<file path="config.mk">
export PLATFORM = sky130hd
export DESIGN_NAME = fir_df_ctrl
export DESIGN_NICKNAME = d
export VERILOG_FILES = /design/src/design/fir_df_pkg.sv /design/src/design/fir_df_ctrl.sv
export SDC_FILE = /design/constraint.sdc
export NUM_CORES = 1
export LEC_CHECK = 0
export BUFFER_PORTS_ARGS = -buffer_cell sky130_fd_sc_hd__buf_2
export CAP_MARGIN = 10
export CORE_AREA = 2 2 39 41
export CTS_BUF_LIST = sky130_fd_sc_hd__clkbuf_4 sky130_fd_sc_hd__clkbuf_8 sky130_fd_sc_hd__clkbuf_16
export DETAILED_ROUTE_END_ITERATION = 12
export DIE_AREA = 0 0 41 43
export GPL_TIMING_DRIVEN = 0
export PLACE_DENSITY = 0.56
export REMOVE_ABC_BUFFERS = 1
export SKIP_LAST_GASP = 1
export SLEW_MARGIN = 20
export SYNTH_ARGS = -nofsm -noshare
export SYNTH_HDL_FRONTEND = slang
export SYNTH_SLANG_ARGS = --single-unit
</file>
<file path="constraint.sdc">
create_clock -name clk -period 1.8 [get_ports clk]
set_input_delay 0.27 -clock clk [delete_from_list [all_inputs] [get_ports clk]]
set_output_delay 0.27 -clock clk [all_outputs]
set_load 0.005 [all_outputs]
</file>
<file path="src/design/fir_df_pkg.sv">
// Package with constants, payload types and control structs of the FIR filter.
package fir_df_pkg;

  localparam int MAX_TAPS        = 1024;
  localparam int SAMPLE_BITS     = 16;
  localparam int COEF_BITS       = 16;
  localparam int FRAC_BITS       = 15;
  localparam int TAP_INDEX_BITS  = 10;
  localparam int TAP_COUNT_BITS  = 11;
  localparam int TAP_COUNT_RESET = 50;
  localparam int ADDR_BITS       = $clog2(MAX_TAPS);
  localparam int CNT_BITS        = $clog2(MAX_TAPS + 1);
  localparam int PROD_BITS       = SAMPLE_BITS + COEF_BITS;
  localparam int ACC_BITS        = PROD_BITS + ADDR_BITS;

  localparam logic CMD_SAMPLE = 1'b0;
  localparam logic CMD_TAP    = 1'b1;

  typedef struct packed {
    logic                          command;
    logic [TAP_INDEX_BITS-1:0]     tap_index;
    logic signed [COEF_BITS-1:0]   tap_value;
    logic signed [SAMPLE_BITS-1:0] sample;
  } in_t;

  typedef struct packed {
    logic signed [SAMPLE_BITS-1:0] filtered;
    logic                          saturated;
  } out_t;

  typedef struct packed {
    logic clear_step;
    logic load_sample;
    logic load_tap;
    logic mac_step;
    logic finish;
  } cmd_t;

  typedef struct packed {
    logic clear_last;
    logic mac_last;
    logic taps_zero;
    logic pipe_busy;
  } status_t;

endpackage

</file>
<file path="src/design/fir_df_ctrl.sv">
// Controller: RAM clearing pass, transaction acceptance and tap sequencing.
module fir_df_ctrl (
  input  logic                clk,
  input  logic                rst,
  input  logic                in_valid,
  input  logic                in_command,
  input  logic                out_stall,
  input  fir_df_pkg::status_t status,
  output fir_df_pkg::cmd_t    cmd,
  output logic                in_stall,
  output logic                out_valid
);

  localparam logic [2:0] ST_CLEAR  = 3'd0;
  localparam logic [2:0] ST_IDLE   = 3'd1;
  localparam logic [2:0] ST_MAC    = 3'd2;
  localparam logic [2:0] ST_DRAIN  = 3'd3;
  localparam logic [2:0] ST_FINISH = 3'd4;

  logic [2:0] state;
  logic [2:0] state_next;
  logic       accept;
  logic       out_free;

  always_comb begin
    in_stall        = (state != ST_IDLE);
    accept          = (state == ST_IDLE) & in_valid;
    out_free        = ~out_valid | ~out_stall;
    cmd.clear_step  = (state == ST_CLEAR);
    cmd.load_sample = accept & (in_command == fir_df_pkg::CMD_SAMPLE);
    cmd.load_tap    = accept & (in_command == fir_df_pkg::CMD_TAP);
    cmd.mac_step    = (state == ST_MAC);
    cmd.finish      = (state == ST_FINISH) & out_free;

    state_next = state;
    unique case (state)
      ST_CLEAR: begin
        if (status.clear_last) state_next = ST_IDLE;
      end
      ST_IDLE: begin
        if (cmd.load_sample) state_next = status.taps_zero ? ST_FINISH : ST_MAC;
      end
      ST_MAC: begin
        if (status.mac_last) state_next = ST_DRAIN;
      end
      ST_DRAIN: begin
        if (!status.pipe_busy) state_next = ST_FINISH;
      end
      ST_FINISH: begin
        if (out_free) state_next = ST_IDLE;
      end
      default: begin
        state_next = ST_CLEAR;
      end
    endcase
  end

  always_ff @(posedge clk) begin
    if (rst) begin
      state     <= ST_CLEAR;
      out_valid <= 1'b0;
    end else begin
      state <= state_next;
      if (cmd.finish) begin
        out_valid <= 1'b1;
      end else if (!out_stall) begin
        out_valid <= 1'b0;
      end
    end
  end

endmodule

</file>
==> reports/results.ini <==
[min_path]
hp-start=rst
hold_path_depth=2
hold_path.class=input pin to flip-flop
min_to=state[0]$_SDFFE_PP0P_

[logic_synthesis]
synth-edff-count=0
yosysMostFrequentCell=a21oi_1
yosysWarningCount=0
async_flop_share_pct=0
yosys_register_bits=4
synth.avg_cell_area_um2=8.62
ys_types=20
synth.area.top_cells=dfxtp_1, a21oi_1, or4b_1
syn_inst=35
yosys-top-cells-count=a21oi_1, dfxtp_1, nand2_1, nor2_1
netlist_area_um2=302
synth-seq-area-share_pct=26.6
synth_top_area_share_pct=26.6
ys.flop_type=dfxtp_1
synth_top_area_cell=dfxtp_1

[cells_and_area]
area_growth_syn_to_layout_pct=33.2
fin_area_um2=402
multi_input_area_um2=203
layout.nets=62
regArea_um2=81.3
antenna_cells=0
drive_above_1_share_pct=51.0
fillers=159

[grt]
grt_max_degree=12
gr-usage-all-layers_pct=8.53
grt_pass1_wl_mm=1.05
antenna_found_initial=0
grt-ovfl-total=0
first_global_vias=290

[setup_path]
cp_slowest_cell=dfxtp_1
reg2reg_from=state[1]$_SDFFE_PP0P_
critPathBufInv=1
crit_arrival_ns=1.38
path_delay_family=flip-flops
rr_worst_depth=3
path_cells=or3b_1 -> a21oi_1 -> buf_2
crit_required_ns=1.53
crit_fanout=8
crit_path_start_kind=flip-flop
r2r-end=state[1]$_SDFFE_PP0P_
crit_type=flip-flop to primary output
max_stage_delay_ns=0.46
ff2ff_setup_slack_ns=0.34
end_kind=primary output

[floorplanning]
die_h_um=43
die_x_um=41
core_mm2=0.00138
fp.dieArea_mm2=0.00176
ios=16
rows=14
start_util_pct=21.8

[detailed_routing]
ant_nets=0
num_vias=318
viasPerCell=4.75
drc=0
wl_um=601
drt_pre_antenna_iters=4
wire_per_inst_um=8.97
drtIter0Drc=9

[sta]
fmax_mhz=605
min_period_ns=1.65
tns_ns=0
hold_viol=0
fin_hold_ws_ns=0.260
setup_viol=0
maxSlewHeadroom_pct=75.6
min_period_over_period_pct=91.8
drv_slew=0
skew_ns=0.00333
tightest_slew_ns=0.365
rsz0062_at_grt=no

[power_and_ir_drop]
p_per_area_mw_per_mm2=729
ir_drop_uv=210
power_uw=293
p_leak_uw=0.000167

[clock_tree]
clock_latency_ns=0.23
post_cts_buffers=0
cts_num_sinks=4
ctsHtreeMaxLevel=1
tritoncts=yes
cts_buffers=3
root_buffer=clkbuf_4
clockBufferDepth=2
path_clk_slew_ns=0.04

[job]
max_cap_viol_count=0

[place]
dpl.hpwl_um=474
place_congestion=0.709
place_area_um2=378
portBuffers=15

[status]
outcome=complete, no violations

## stage by stage
| step | util [%] | std cells | worst slack (ns) |
|---|---|---|---|
| 6_report | 29.0 | 67 | 0.147 |
| 3_5_place_dp | 27.3 | 64 | 0.238 |
| 2_1_floorplan | - | 33 | 0.399 |
| 5_1_grt | 29.0 | 67 | 0.0475 |
| 3_3_place_gp | 27.3 | 64 | 0.237 |
| 4_1_cts | 28.9 | 67 | 0.0345 |
## flip-flops by register name (all words and copies together), names as in the netlist
| name | cells |
|---|---|
| state | 3 |
| out_valid | 1 |
## report_power, final
part	internal [µW]	switching (µW)	total [µW]
Combinational	46.1	31.3	77.4
Clock	74.3	32.4	107
Sequential	95.8	13.1	109
## worst max path at each step
stage / startpoint / end / slack (ns) / cells past startpoint
finish: state[2]$_SDFFE_PP0P_ / cmd[0] / 0.15 / 3
global route: state[2]$_SDFFE_PP0P_ / cmd[0] / 0.05 / 3
CTS: state[0]$_SDFFE_PP0P_ / cmd[3] / 0.03 / 3
detailed placement: state[0]$_SDFFE_PP0P_ / state[2]$_SDFFE_PP0P_ / 0.24 / 4
global placement: state[0]$_SDFFE_PP0P_ / state[2]$_SDFFE_PP0P_ / 0.24 / 4
floorplan: state[0]$_SDFFE_PP0P_ / state[2]$_SDFFE_PP0P_ / 0.40 / 4
## placed cells by master (no fill, tap or decap)
| cell type | instances |
|---|---|
| a21oi_2 | 1 |
| or2_2 | 2 |
| buf_2 | 15 |
| o21ba_4 | 1 |
| dfxtp_2 | 1 |
| or3b_2 | 1 |
| a21oi_1 | 5 |
| nor2b_1 | 1 |
| o22ai_2 | 1 |
| a2111o_1 | 1 |
| nand2_1 | 4 |
| clkbuf_4 | 3 |
| o21ai_0 | 1 |
| or3b_1 | 1 |
| a311oi_2 | 1 |
| nor2_1 | 3 |
| a211o_1 | 1 |
| or4b_1 | 2 |
| nor3_1 | 1 |
| dfxtp_1 | 3 |
| nand2b_1 | 2 |
## metal layers
metal  GRT usage (%)  vias to the layer above  part of all wire (%)
li1                -                      164                     -
met1            9.32                      141                    48
met2            13.8                       13                    46
met3            3.14                        0                   6.3
met4            4.00                        0                     0
met5               0                        -                     0
## area by class of cell
| class | instances | share of cell area (%) |
|---|---|---|
| clock buffers | 3 | 5.61 |
| flip-flops and latches | 4 | 20.2 |
| repair buffers | 15 | 18.7 |
| multi-input cells | 29 | 50.5 |
| well taps | 16 | 4.98 |
## worst reg2reg max path, stage by stage, from the launching register on
cell     delay (ns)
dfxtp_1        0.39
or4b_1         0.55
a211o_1        0.32
a21oi_2        0.14
## timing repair
| item | 4_1_cts | 5_1_grt |
|---|---|---|
| endpoints found under the hold margin | 0 | 0 |
| hold buffers | 0 | 0 |
| resized for setup | 0 | 1 |
| endpoints found under the setup margin | 0 | 2 |
## kinds of logic after synthesis
logic type	Yosys count	share of synthesized area, %
buf+inv	2	6.22
simple gates	17	33.2
flops	4	26.6
compound gates	12	34.0
No activity file was read; power rests on OpenSTA's default activity.
